===== config.mk =====
export PLATFORM = sky130hd
export DESIGN_NAME = mic_sample_conditioner
export DESIGN_NICKNAME = d
export VERILOG_FILES = /design/src/design/msc_pkg.sv /design/src/design/mic_sample_conditioner.sv
export SDC_FILE = /design/constraint.sdc
export NUM_CORES = 2
export LEC_CHECK = 0
export BUFFER_PORTS_ARGS = -buffer_cell sky130_fd_sc_hd__buf_2
export CORE_MARGIN = 5
export CORE_UTILIZATION = 55
export CTS_BUF_LIST = sky130_fd_sc_hd__clkbuf_4 sky130_fd_sc_hd__clkbuf_8
export DETAILED_ROUTE_END_ITERATION = 16
export GPL_ROUTABILITY_DRIVEN = 0
export PLACE_DENSITY_LB_ADDON = 0.1
export RECOVER_POWER = 25
export SLEW_MARGIN = 20
export SYNTH_ARGS = -nofsm -noshare
export SYNTH_HDL_FRONTEND = slang
export SYNTH_SLANG_ARGS = --single-unit

===== constraint.sdc =====
create_clock -name clk -period 22.6 [get_ports clk]
set_input_delay 4.52 -clock clk [delete_from_list [all_inputs] [get_ports clk]]
set_output_delay 4.52 -clock clk [all_outputs]
set_load 0.03 [all_outputs]

===== src/design/msc_pkg.sv =====
// msc_pkg: shared widths, register codes and the attenuation scale helper
// for the microphone sample conditioner. No dependencies.

package msc_pkg;

	// field and state widths
	localparam int WORD_W     = 32;
	localparam int SAMPLE_W   = 16;
	localparam int LEVEL_W    = 16;
	localparam int CH_LEVEL_W = 18;
	localparam int ACC_W      = 27;

	// default shifts for the top-level parameters
	localparam int INPUT_SHIFT_DEF = 14;
	localparam int DC_SHIFT_DEF    = 8;

	// configuration port
	localparam int CFG_W     = 7;
	localparam int CFG_IDX_W = 2;

	typedef enum logic [CFG_IDX_W-1:0] {
		CFG_MIC_MODE = 2'd0,
		CFG_INT_MODE = 2'd1,
		CFG_ATTEN    = 2'd2
	} cfg_index_t;

	// channel selection; the unused code falls back to the average
	typedef enum logic [1:0] {
		MODE_AVG   = 2'd0,
		MODE_LEFT  = 2'd1,
		MODE_RIGHT = 2'd2
	} mic_mode_t;

	localparam logic signed [SAMPLE_W-1:0] SAMPLE_MAX = 16'sh7fff;
	localparam logic signed [SAMPLE_W-1:0] SAMPLE_MIN = 16'sh8000;

	// attenuation: out = x * (100 - att) / 100, done as x * scale >> RECIP_SHIFT
	localparam int ATTEN_RESET = 75;
	localparam int ATTEN_MAX   = 100;
	localparam int PERCENT     = 100;
	localparam int RECIP_SHIFT = 29;
	localparam int SCALE_W     = 30;
	localparam logic [SCALE_W-1:0] RECIP_100 =
		SCALE_W'(((64'd1 << RECIP_SHIFT) + PERCENT - 1) / PERCENT);

	// conditioned sample between the dc stage and the scaling stage
	typedef struct packed {
		logic signed [SAMPLE_W-1:0] sample;
		logic [CH_LEVEL_W-1:0]      lvl_left;
		logic [CH_LEVEL_W-1:0]      lvl_right;
		logic                       clr;
	} cond_t;

	// scale factor for an attenuation setting; out-of-range settings act as the default
	function automatic logic [SCALE_W-1:0] atten_scale(input logic [CFG_W-1:0] att);
		logic [CFG_W-1:0] eff;
		logic [CFG_W-1:0] keep;
		eff  = (att > CFG_W'(ATTEN_MAX)) ? CFG_W'(ATTEN_RESET) : att;
		keep = CFG_W'(PERCENT) - eff;
		return {{(SCALE_W-CFG_W){1'b0}}, keep} * RECIP_100;
	endfunction

endpackage


===== src/design/mic_sample_conditioner.sv =====
// mic_sample_conditioner: channel select, dc blocking, saturation, attenuation
// and peak metering of microphone samples. Depends on msc_pkg.
//
//   channel  direction  handshake            payload
//   in       sink       in_valid / in_stall  kind, left_word, right_word,
//                                            processed_sample, clear_levels
//   out      source     out_valid/out_stall  sample_out, level_out,
//                                            level_left, level_right
//   cfg      sink       cfg_we               cfg_index, cfg_data
//
// one transaction per cycle sustained while the output is not stalled; three register stages (input register,
// dc/saturate stage, attenuation multiply stage into the output register).
// the dc accumulator and the peaks each close their loop through their own register alone.
// a stalled output freezes all three stages; in_stall is high only then.
// arst_n clears valid bits, accumulator, peaks and config to reset values.

module mic_sample_conditioner #(
	parameter int INPUT_SHIFT = msc_pkg::INPUT_SHIFT_DEF,
	parameter int DC_SHIFT    = msc_pkg::DC_SHIFT_DEF
) (
	input  logic                                   clk,
	input  logic                                   arst_n,
	input  logic                                   cfg_we,
	input  logic [msc_pkg::CFG_IDX_W-1:0]          cfg_index,
	input  logic [msc_pkg::CFG_W-1:0]              cfg_data,
	input  logic                                   in_valid,
	output logic                                   in_stall,
	input  logic                                   kind,
	input  logic signed [msc_pkg::WORD_W-1:0]      left_word,
	input  logic signed [msc_pkg::WORD_W-1:0]      right_word,
	input  logic signed [msc_pkg::SAMPLE_W-1:0]    processed_sample,
	input  logic                                   clear_levels,
	output logic                                   out_valid,
	input  logic                                   out_stall,
	output logic signed [msc_pkg::SAMPLE_W-1:0]    sample_out,
	output logic [msc_pkg::LEVEL_W-1:0]            level_out,
	output logic [msc_pkg::CH_LEVEL_W-1:0]         level_left,
	output logic [msc_pkg::CH_LEVEL_W-1:0]         level_right
);
	import msc_pkg::*;

	localparam int CH_W  = WORD_W - INPUT_SHIFT;
	localparam int SUM_W = CH_W + 1;
	localparam int MAG_W = (CH_W > CH_LEVEL_W) ? CH_W : CH_LEVEL_W;
	localparam int Y_W   = ACC_W + 1;
	localparam int PROD_W = SAMPLE_W + SCALE_W;
	localparam logic [CH_LEVEL_W-1:0] CH_LEVEL_MAX = '1;

	// configuration registers
	mic_mode_t          mic_mode_q;
	logic               int_mode_q;
	logic [SCALE_W-1:0] scale_q;

	// pipeline control
	logic advance;
	logic v_s1, v_s2, out_valid_q;

	// stage 1 payload
	logic                       kind_s1, clr_s1;
	logic signed [WORD_W-1:0]   left_s1, right_s1;
	logic signed [SAMPLE_W-1:0] proc_s1;

	// state
	logic signed [ACC_W-1:0] acc_q;
	logic [CH_LEVEL_W-1:0]   peak_left_q, peak_right_q;
	logic [LEVEL_W-1:0]      peak_output_q;

	// stage 2 / output payload
	cond_t                      s2_q;
	logic signed [SAMPLE_W-1:0] sample_s3;
	logic [LEVEL_W-1:0]         level_s3;
	logic [CH_LEVEL_W-1:0]      lvl_left_s3, lvl_right_s3;

	// the whole pipe moves unless a finished result is held back
	assign advance  = !(out_valid_q && out_stall);
	assign in_stall = !advance;

	// configuration writes
	always_ff @(posedge clk or negedge arst_n) begin
		if (!arst_n) begin
			mic_mode_q <= MODE_AVG;
			int_mode_q <= 1'b0;
			scale_q    <= atten_scale(CFG_W'(ATTEN_RESET));
		end else if (cfg_we) begin
			case (cfg_index)
				CFG_MIC_MODE: mic_mode_q <= mic_mode_t'(cfg_data[1:0]);
				CFG_INT_MODE: int_mode_q <= cfg_data[0];
				CFG_ATTEN:    scale_q    <= atten_scale(cfg_data);
				default: ;
			endcase
		end
	end

	// stage 1: input register
	always_ff @(posedge clk) begin
		if (advance && in_valid) begin
			kind_s1  <= kind;
			clr_s1   <= clear_levels;
			left_s1  <= left_word;
			right_s1 <= right_word;
			proc_s1  <= processed_sample;
		end
	end

	// channel extraction: arithmetic shift is the upper slice of the word
	logic signed [CH_W-1:0] ch_l, ch_r;
	logic [CH_W-1:0]        abs_l, abs_r;
	logic [MAG_W-1:0]       mag_l, mag_r;
	logic [CH_LEVEL_W-1:0]  sat_l, sat_r, pk_l_new, pk_r_new;

	assign ch_l  = $signed(left_s1[WORD_W-1:INPUT_SHIFT]);
	assign ch_r  = $signed(right_s1[WORD_W-1:INPUT_SHIFT]);
	assign abs_l = ch_l[CH_W-1] ? CH_W'(-ch_l) : CH_W'(ch_l);
	assign abs_r = ch_r[CH_W-1] ? CH_W'(-ch_r) : CH_W'(ch_r);
	assign mag_l = MAG_W'(abs_l);
	assign mag_r = MAG_W'(abs_r);

	// channel peaks saturate at the level field's full scale
	assign sat_l = (mag_l > MAG_W'(CH_LEVEL_MAX)) ? CH_LEVEL_MAX : CH_LEVEL_W'(mag_l);
	assign sat_r = (mag_r > MAG_W'(CH_LEVEL_MAX)) ? CH_LEVEL_MAX : CH_LEVEL_W'(mag_r);
	assign pk_l_new = (sat_l > peak_left_q)  ? sat_l : peak_left_q;
	assign pk_r_new = (sat_r > peak_right_q) ? sat_r : peak_right_q;

	// mono selection
	logic signed [SUM_W-1:0] ch_sum;
	logic signed [CH_W-1:0]  mono;

	assign ch_sum = {ch_l[CH_W-1], ch_l} + {ch_r[CH_W-1], ch_r};

	always_comb begin
		case (mic_mode_q)
			MODE_LEFT:  mono = ch_l;
			MODE_RIGHT: mono = ch_r;
			default:    mono = $signed(ch_sum[SUM_W-1:1]);
		endcase
	end

	// dc blocking integrator, wrapping at the accumulator width
	logic signed [ACC_W-1:0] mono_acc, acc_next;
	logic signed [Y_W-1:0]   mono_wide, acc_wide, dc_out;
	logic [Y_W-SAMPLE_W:0]   dc_hi;
	logic signed [SAMPLE_W-1:0] dc_sat;

	assign mono_acc  = {{(ACC_W-CH_W){mono[CH_W-1]}}, mono};
	assign acc_next  = acc_q + mono_acc - (acc_q >>> DC_SHIFT);
	assign mono_wide = {{(Y_W-CH_W){mono[CH_W-1]}}, mono};
	assign acc_wide  = {acc_next[ACC_W-1], acc_next};
	assign dc_out    = mono_wide - (acc_wide >>> DC_SHIFT);

	// saturate to the sample width
	assign dc_hi = dc_out[Y_W-1:SAMPLE_W-1];

	always_comb begin
		if (dc_hi == '0 || dc_hi == '1) begin
			dc_sat = dc_out[SAMPLE_W-1:0];
		end else if (dc_out[Y_W-1]) begin
			dc_sat = SAMPLE_MIN;
		end else begin
			dc_sat = SAMPLE_MAX;
		end
	end

	cond_t cond;

	always_comb begin
		cond.clr = clr_s1;
		if (kind_s1) begin
			cond.sample    = proc_s1;
			cond.lvl_left  = peak_left_q;
			cond.lvl_right = peak_right_q;
		end else begin
			cond.sample    = dc_sat;
			cond.lvl_left  = pk_l_new;
			cond.lvl_right = pk_r_new;
		end
	end

	// stage 2 payload
	always_ff @(posedge clk) begin
		if (advance && v_s1) begin
			s2_q <= cond;
		end
	end

	// stage 3: attenuation by reciprocal multiply on the magnitude when int_mode is set, else pass-through
	logic                    s2_neg;
	logic [SAMPLE_W-1:0]     s2_mag, att_mag, res_mag, pk_out_new;
	logic [PROD_W-1:0]       prod;
	logic signed [SAMPLE_W-1:0] att_sample, res_sample;

	assign s2_neg     = s2_q.sample[SAMPLE_W-1];
	assign s2_mag     = s2_neg ? SAMPLE_W'(-s2_q.sample) : SAMPLE_W'(s2_q.sample);
	assign prod       = {{SCALE_W{1'b0}}, s2_mag} * {{SAMPLE_W{1'b0}}, scale_q};
	assign att_mag    = prod[RECIP_SHIFT +: SAMPLE_W];
	assign att_sample = s2_neg ? $signed(SAMPLE_W'(-att_mag)) : $signed(att_mag);
	assign res_sample = int_mode_q ? att_sample : s2_q.sample;
	assign res_mag    = int_mode_q ? att_mag : s2_mag;
	assign pk_out_new = (res_mag > peak_output_q) ? res_mag : peak_output_q;

	// output register payload
	always_ff @(posedge clk) begin
		if (advance && v_s2) begin
			sample_s3    <= res_sample;
			level_s3     <= pk_out_new;
			lvl_left_s3  <= s2_q.lvl_left;
			lvl_right_s3 <= s2_q.lvl_right;
		end
	end

	// valid bits, accumulator and peaks; clears land after the result is formed
	always_ff @(posedge clk or negedge arst_n) begin
		if (!arst_n) begin
			v_s1          <= 1'b0;
			v_s2          <= 1'b0;
			out_valid_q   <= 1'b0;
			acc_q         <= '0;
			peak_left_q   <= '0;
			peak_right_q  <= '0;
			peak_output_q <= '0;
		end else if (advance) begin
			v_s1        <= in_valid;
			v_s2        <= v_s1;
			out_valid_q <= v_s2;
			if (v_s1) begin
				if (!kind_s1) begin
					acc_q <= acc_next;
				end
				peak_left_q  <= clr_s1 ? '0 : cond.lvl_left;
				peak_right_q <= clr_s1 ? '0 : cond.lvl_right;
			end
			if (v_s2) begin
				peak_output_q <= s2_q.clr ? '0 : pk_out_new;
			end
		end
	end

	assign out_valid   = out_valid_q;
	assign sample_out  = sample_s3;
	assign level_out   = level_s3;
	assign level_left  = lvl_left_s3;
	assign level_right = lvl_right_s3;

`ifndef SYNTHESIS
	// input is held back only by a stalled, valid result
	a_stall_src: assert property (@(posedge clk) disable iff (!arst_n)
		in_stall |-> (out_valid && out_stall))
		else $error("input stalled without a held result");

	// the reported output peak covers the sample it travels with
	a_level_cover: assert property (@(posedge clk) disable iff (!arst_n)
		out_valid |-> (level_out >= (sample_out[SAMPLE_W-1] ?
			(SAMPLE_W'(0) - $unsigned(sample_out)) : $unsigned(sample_out))))
		else $error("output level below sample magnitude");

	// a clear request empties the channel peaks once its item moves on
	a_clear_ch: assert property (@(posedge clk) disable iff (!arst_n)
		(advance && v_s1 && clr_s1) |=> (peak_left_q == '0 && peak_right_q == '0))
		else $error("channel peaks not cleared");
`endif

endmodule

[Word-level counts from Yosys, hierarchy flattened]
Index checks and enable logic that the tools add are counted.
Word-level totals
  register bits after elaboration: 317
  bits of input ports: 96
Cells by class
  $add $sub $neg: 9
  $mul: 2
  magnitude comparators: 6
  equal/unequal tests: 5
  muxes and demuxes: 19
  bitwise operators: 2
  reductions and logical operators: 14
Operators by type and width (number)
  two-way mux 18 bit: 8
  two-way mux 16 bit: 8
  two-way mux 52 bit: 1
  multiplier 16 x 29 -> 44 bit: 1
  greater-than comparator 18 bit: 2
  greater-than comparator 18 bit (second input constant): 2
  negation 18 bit: 2
  one-hot mux 18 bit (2 select lines): 1
  negation 16 bit: 2
  multiplier 7 x 22 -> 29 bit (second input constant): 1
  adder 27 x 18 -> 27 bit: 1
  subtractor 27 x 19 -> 27 bit: 1
  subtractor 18 x 19 -> 20 bit: 1
  adder 18 x 18 -> 19 bit: 1
  greater-than comparator 16 bit: 1
  equality test 13 bit (second input constant): 1
  zero test 13 bit: 1
  AND reduction 2 bit: 5
  greater-than comparator 7 bit (second input constant): 1
  two-way mux 7 bit: 1
  subtractor 7 bit (first input constant): 1
  equality test 2 x 1 -> 1 bit (second input constant): 2
  equality test 2 bit (second input constant): 2
  logical AND 1 bit: 4
  other kinds (5): 6

[Depth between registers and ports, before layout]
  depth after elaboration: 10
  gate-level depth with buffers: 47
  depth with buffers taken out: 41

[Worst setup path before layout]
Ideal clock, no wire load.
  path type: input to register
  start point: input cfg_data[1] (netlist name)
  end point: register scale_q[26]
  setup time: 0.136 ns
  data arrival time: 10.920 ns
  required time: 22.464 ns
  slack: 11.544 ns
  stages: 27
  buffers on the path: 0
  cell sequence: o21ai_0 -> nor3b_1 -> nor2_1 -> nor2_1 -> ha_1 -> inv_1 -> a21oi_1 -> a21boi_0 -> o21ai_0 -> inv_1 -> fa_1 -> fa_1 -> inv_1 -> fa_1 -> inv_1 -> fa_1 -> ha_1 -> nand3_1 -> nand2_1 -> a221o_1 -> a41o_1 -> a31oi_1 -> o211ai_1 -> a31oi_1 -> o21bai_1 -> xnor2_1 -> o21ai_0
On the way
  word-level cells in the longest chain between the ends: 4
RTL lines
  from (decl): RTL line mic_sample_conditioner.sv:25  | input logic [msc_pkg::CFG_W-1:0] cfg_data,
  greater-than comparator 7 bit: RTL line msc_pkg.sv:58  | eff = (att > CFG_W'(ATTEN_MAX)) ? CFG_W'(ATTEN_RESET) : att;
  two-way mux 7 bit *: RTL line msc_pkg.sv:58
  subtractor 7 bit *: RTL line msc_pkg.sv:59  | keep = CFG_W'(PERCENT) - eff;
  multiplier 7 x 22 -> 29 bit *: RTL line msc_pkg.sv:60  | return {{(SCALE_W-CFG_W){1'b0}}, keep} * RECIP_100;
  to (signal assigned): RTL line mic_sample_conditioner.sv:83  | scale_q <= atten_scale(CFG_W'(ATTEN_RESET));
  to (signal assigned): RTL line mic_sample_conditioner.sv:88  | CFG_ATTEN: scale_q <= atten_scale(cfg_data);
  to (decl): RTL line mic_sample_conditioner.sv:52  | logic [SCALE_W-1:0] scale_q;
Mark *: on every way between the ends. The rest lies on a longest branch, timed or not.
A chain may end at the register's enable or synchronous reset.

[Worst setup path in the final report]
  start point: register s2_q[40] (netlist name)
  end point: register peak_output_q[6]
On the way
  word-level cells in the longest chain between the ends: 7
RTL lines
  from (decl): RTL line mic_sample_conditioner.sv:69  | cond_t s2_q;
  from (signal assigned): RTL line mic_sample_conditioner.sv:181  | s2_q <= cond;
  negation 16 bit: RTL line mic_sample_conditioner.sv:192  | assign s2_mag = s2_neg ? SAMPLE_W'(-s2_q.sample) : SAMPLE_W'(s2_q.sample);
  two-way mux 16 bit *: RTL line mic_sample_conditioner.sv:192
  multiplier 16 x 29 -> 44 bit: RTL line mic_sample_conditioner.sv:193  | assign prod = {{SCALE_W{1'b0}}, s2_mag} * {{SAMPLE_W{1'b0}}, scale_q};
  two-way mux 16 bit *: RTL line mic_sample_conditioner.sv:197  | assign res_mag = int_mode_q ? att_mag : s2_mag;
  greater-than comparator 16 bit: RTL line mic_sample_conditioner.sv:198  | assign pk_out_new = (res_mag > peak_output_q) ? res_mag : peak_output_q;
  two-way mux 16 bit *: RTL line mic_sample_conditioner.sv:198
  named net pk_out_new[6]: RTL line mic_sample_conditioner.sv:187  | logic [SAMPLE_W-1:0] s2_mag, att_mag, res_mag, pk_out_new;
  two-way mux 16 bit *: RTL line mic_sample_conditioner.sv:232  | peak_output_q <= s2_q.clr ? '0 : pk_out_new;
  to (signal assigned): RTL line mic_sample_conditioner.sv:232
  to (decl): RTL line mic_sample_conditioner.sv:66  | logic [LEVEL_W-1:0] peak_output_q;
The timed path passes the listed nets; every way through them passes the cells marked *.

==> results.txt <==
Syn Nets = 4,314
CTS tree = done
CTS Hold Buffers Added = 0
Worst Setup End Kind = register
Worst setup SP type = register
Hold/Removal Path Class = reg2reg
Critical Path Fanout Max = 30
Final setup fails = 0
Setup Crit Path Kind = reg2reg
Max cap viols = 2
Setup tns final = 0 ns
# resized after CTS = 0
Met3 usage = 3.28%
Post-Syn Instances = 3,483
# rows = 90
Drt pass-1 iters = 5
DR DRC count = 0
# port buffers = 137
Total grt overflow = 0
# fillers = 5,190
R2r startpoint = s2_q[40]
Vias in the first global route = 26,742
Hold path endpoint = level_left[11]
Met1 Use GR = 32.8%
Commonest non-fill, non-tap cell in the layout = inv_1
Clk root buf = clkbuf_8
Synth Register Bits = 289
Total CTS buffers = 50
Final hold vios = 0
Worst EP arrival = 11.76 ns
Hold Crit Start = s2_q[30]
Layout cells sized above 1 = 9.26%
Detailed router's first-iteration violation count = 1,578
Starting Density = 55.3%
Die Ht = 256 um
Slew headroom = -126%
Most frequent cells in the layout = 603 x inv_1, 496 x nand2_1, 428 x fa_1
GR peak layer = met2
Wirelength per Cell = 19.0 um
Total number of vias = 24,930
Reg2reg setup slack = 11.35 ns
Postcts setup bufs = 0
ANT nets after route = 0
CP max-delay cell = o21a_1
CTS Sinks = 289
Worst-margin pin slew = 3.39 ns
Max H-tree Level = 2
Initial antenna violation count = 2
Maximum clock path buffer count = 3
Final worst path period need = 11.25 ns
Clk slew on worst S/H paths = 0.06 ns
Ys async rst share = 39.4%
RSZ-0062 raised after global routing = false
Area grow syn2layout = 8.01%
Die footprint = 0.0655 mm2
Largest net degree at the start of global routing = 65
Clock skew = 0.0462 ns
Synth warnings = 0
Failing checks = capacitance limit, slew limit
Top cell by count, worst path = fa_1
Die span in x = 256 um
Tot GR Track Use = 25.7%
Final wirelength = 83,100 um
Max Clk Rate = 88.9 MHz
Final period util = 49.8%
Final #Nets = 4,388
Reg-to-reg endpoint = peak_output_q[6]
Synth Flop Type = edfxtp_1
Min-Delay Path Depth = 0
CP max stage delay = 0.64 ns
Outcome = finished, violations left
Via/cell ratio = 5.69
CP required = 23.10 ns
Worst Reg2Reg Path Length in Cells = 35
Syn Area/Cell = 9.55 um2
Max-slew violations = 75
I/O pin cnt = 166
HPWL after DPL = 63,700 um
First-pass GRT wire length = 138,000 um
Cell variety after synth = 82
Post-synth EDFFs = 175
Worst-Skew Late Latency = 0.66 ns
Register area share after synthesis = 24.4%
Met2 Use GR = 45.4%
CORE AREA = 0.0601 mm2
Synth Cell Area = 0.0333 mm2
-- per-layer routing --
layer  vias up  routed length (um)
li1      11467                   -
met1     12513               33300
met2       733               42100
met3       217                4370
met4         0                3340
met5         -                   0
-- cells in the mapped netlist (all sizes together), types with 93 or more instances --
library cell,n,area [um2]
inv,605,2270
nand2,498,1870
fa,428,8570
ha,307,3840
a21oi,178,910
edfxtp,175,5260
o21ai,160,801
and2,137,857
clkbuf,124,465
dfrtp,110,2750
xnor2,105,927
nor2,93,349
-- cells by family after synthesis --
family          Yosys count  share of synthesized area, %
simple gates            919                          12.8
buf+inv                 749                          8.52
fa+ha+maj               735                          37.3
compound gates          598                          11.6
flops                   289                          24.4
xor+xnor                153                          4.05
mux                      40                          1.37
-- layout make-up --
cell class / count / area, um2 / area share (%)
tap: 782 / 978 / 2.72
clock inverter: 33 / 407 / 1.13
multi-input combinational: 2445 / 22500 / 62.7
timing repair buffer: 166 / 892 / 2.48
inverter: 605 / 2270 / 6.32
sequential: 289 / 8110 / 22.6
clock buffer: 58 / 748 / 2.08
antenna: 1 / 2.50 / 0.00697
-- through the flow --
| step | worst slack (ns) | hold slack, ns | utilization [%] | cell area, um2 | instances |
|---|---|---|---|---|---|
| global route | 10.86 | 0.406 | 59.7 | 35900 | 4379 |
| detailed placement | 10.72 | 0.405 | 57.8 | 34800 | 4287 |
| finish | 11.35 | 0.414 | 59.7 | 35900 | 4379 |
| CTS | 11.40 | 0.402 | 59.7 | 35900 | 4378 |
| floorplan | 11.54 | 0.400 | - | 33300 | 3483 |
| global placement | 10.98 | 0.404 | 57.8 | 34800 | 4287 |
-- worst max-delay path by stage --
stage,start,end,cells after the start
6_report,s2_q[40],peak_output_q[6],35
5_1_grt,s2_q[40],peak_output_q[5],34
4_1_cts,s2_q[40],peak_output_q[6],34
3_5_place_dp,cfg_data[1],scale_q[29],26
3_3_place_gp,cfg_data[1],scale_q[26],28
2_1_floorplan,cfg_data[1],scale_q[26],27
-- flip-flops by register name, summed over array words and instances (netlist names), 2 cells and up --
| signal | cells |
|---|---|
| s2_q | 52 |
| scale_q | 29 |
| acc_q | 27 |
| left_s1 | 18 |
| level_left | 18 |
| level_right | 18 |
| peak_left_q | 18 |
| peak_right_q | 18 |
| right_s1 | 18 |
| level_out | 16 |
| peak_output_q | 16 |
| proc_s1 | 16 |
| sample_out | 16 |
| mic_mode_q | 2 |
-- worst max-delay path: cells and delay by family, from the launching register on --
family / cells / cell delay, ns
compound gates: 9 / 2.32
xor+xnor: 2 / 0.46
fa+ha+maj: 8 / 3.97
buf+inv: 6 / 0.65
flops: 1 / 0.53
mux: 1 / 0.46
simple gates: 9 / 2.73
Power is not shown: default switching activity piles up to over one toggle a cycle in this logic, so the estimate is an artifact.
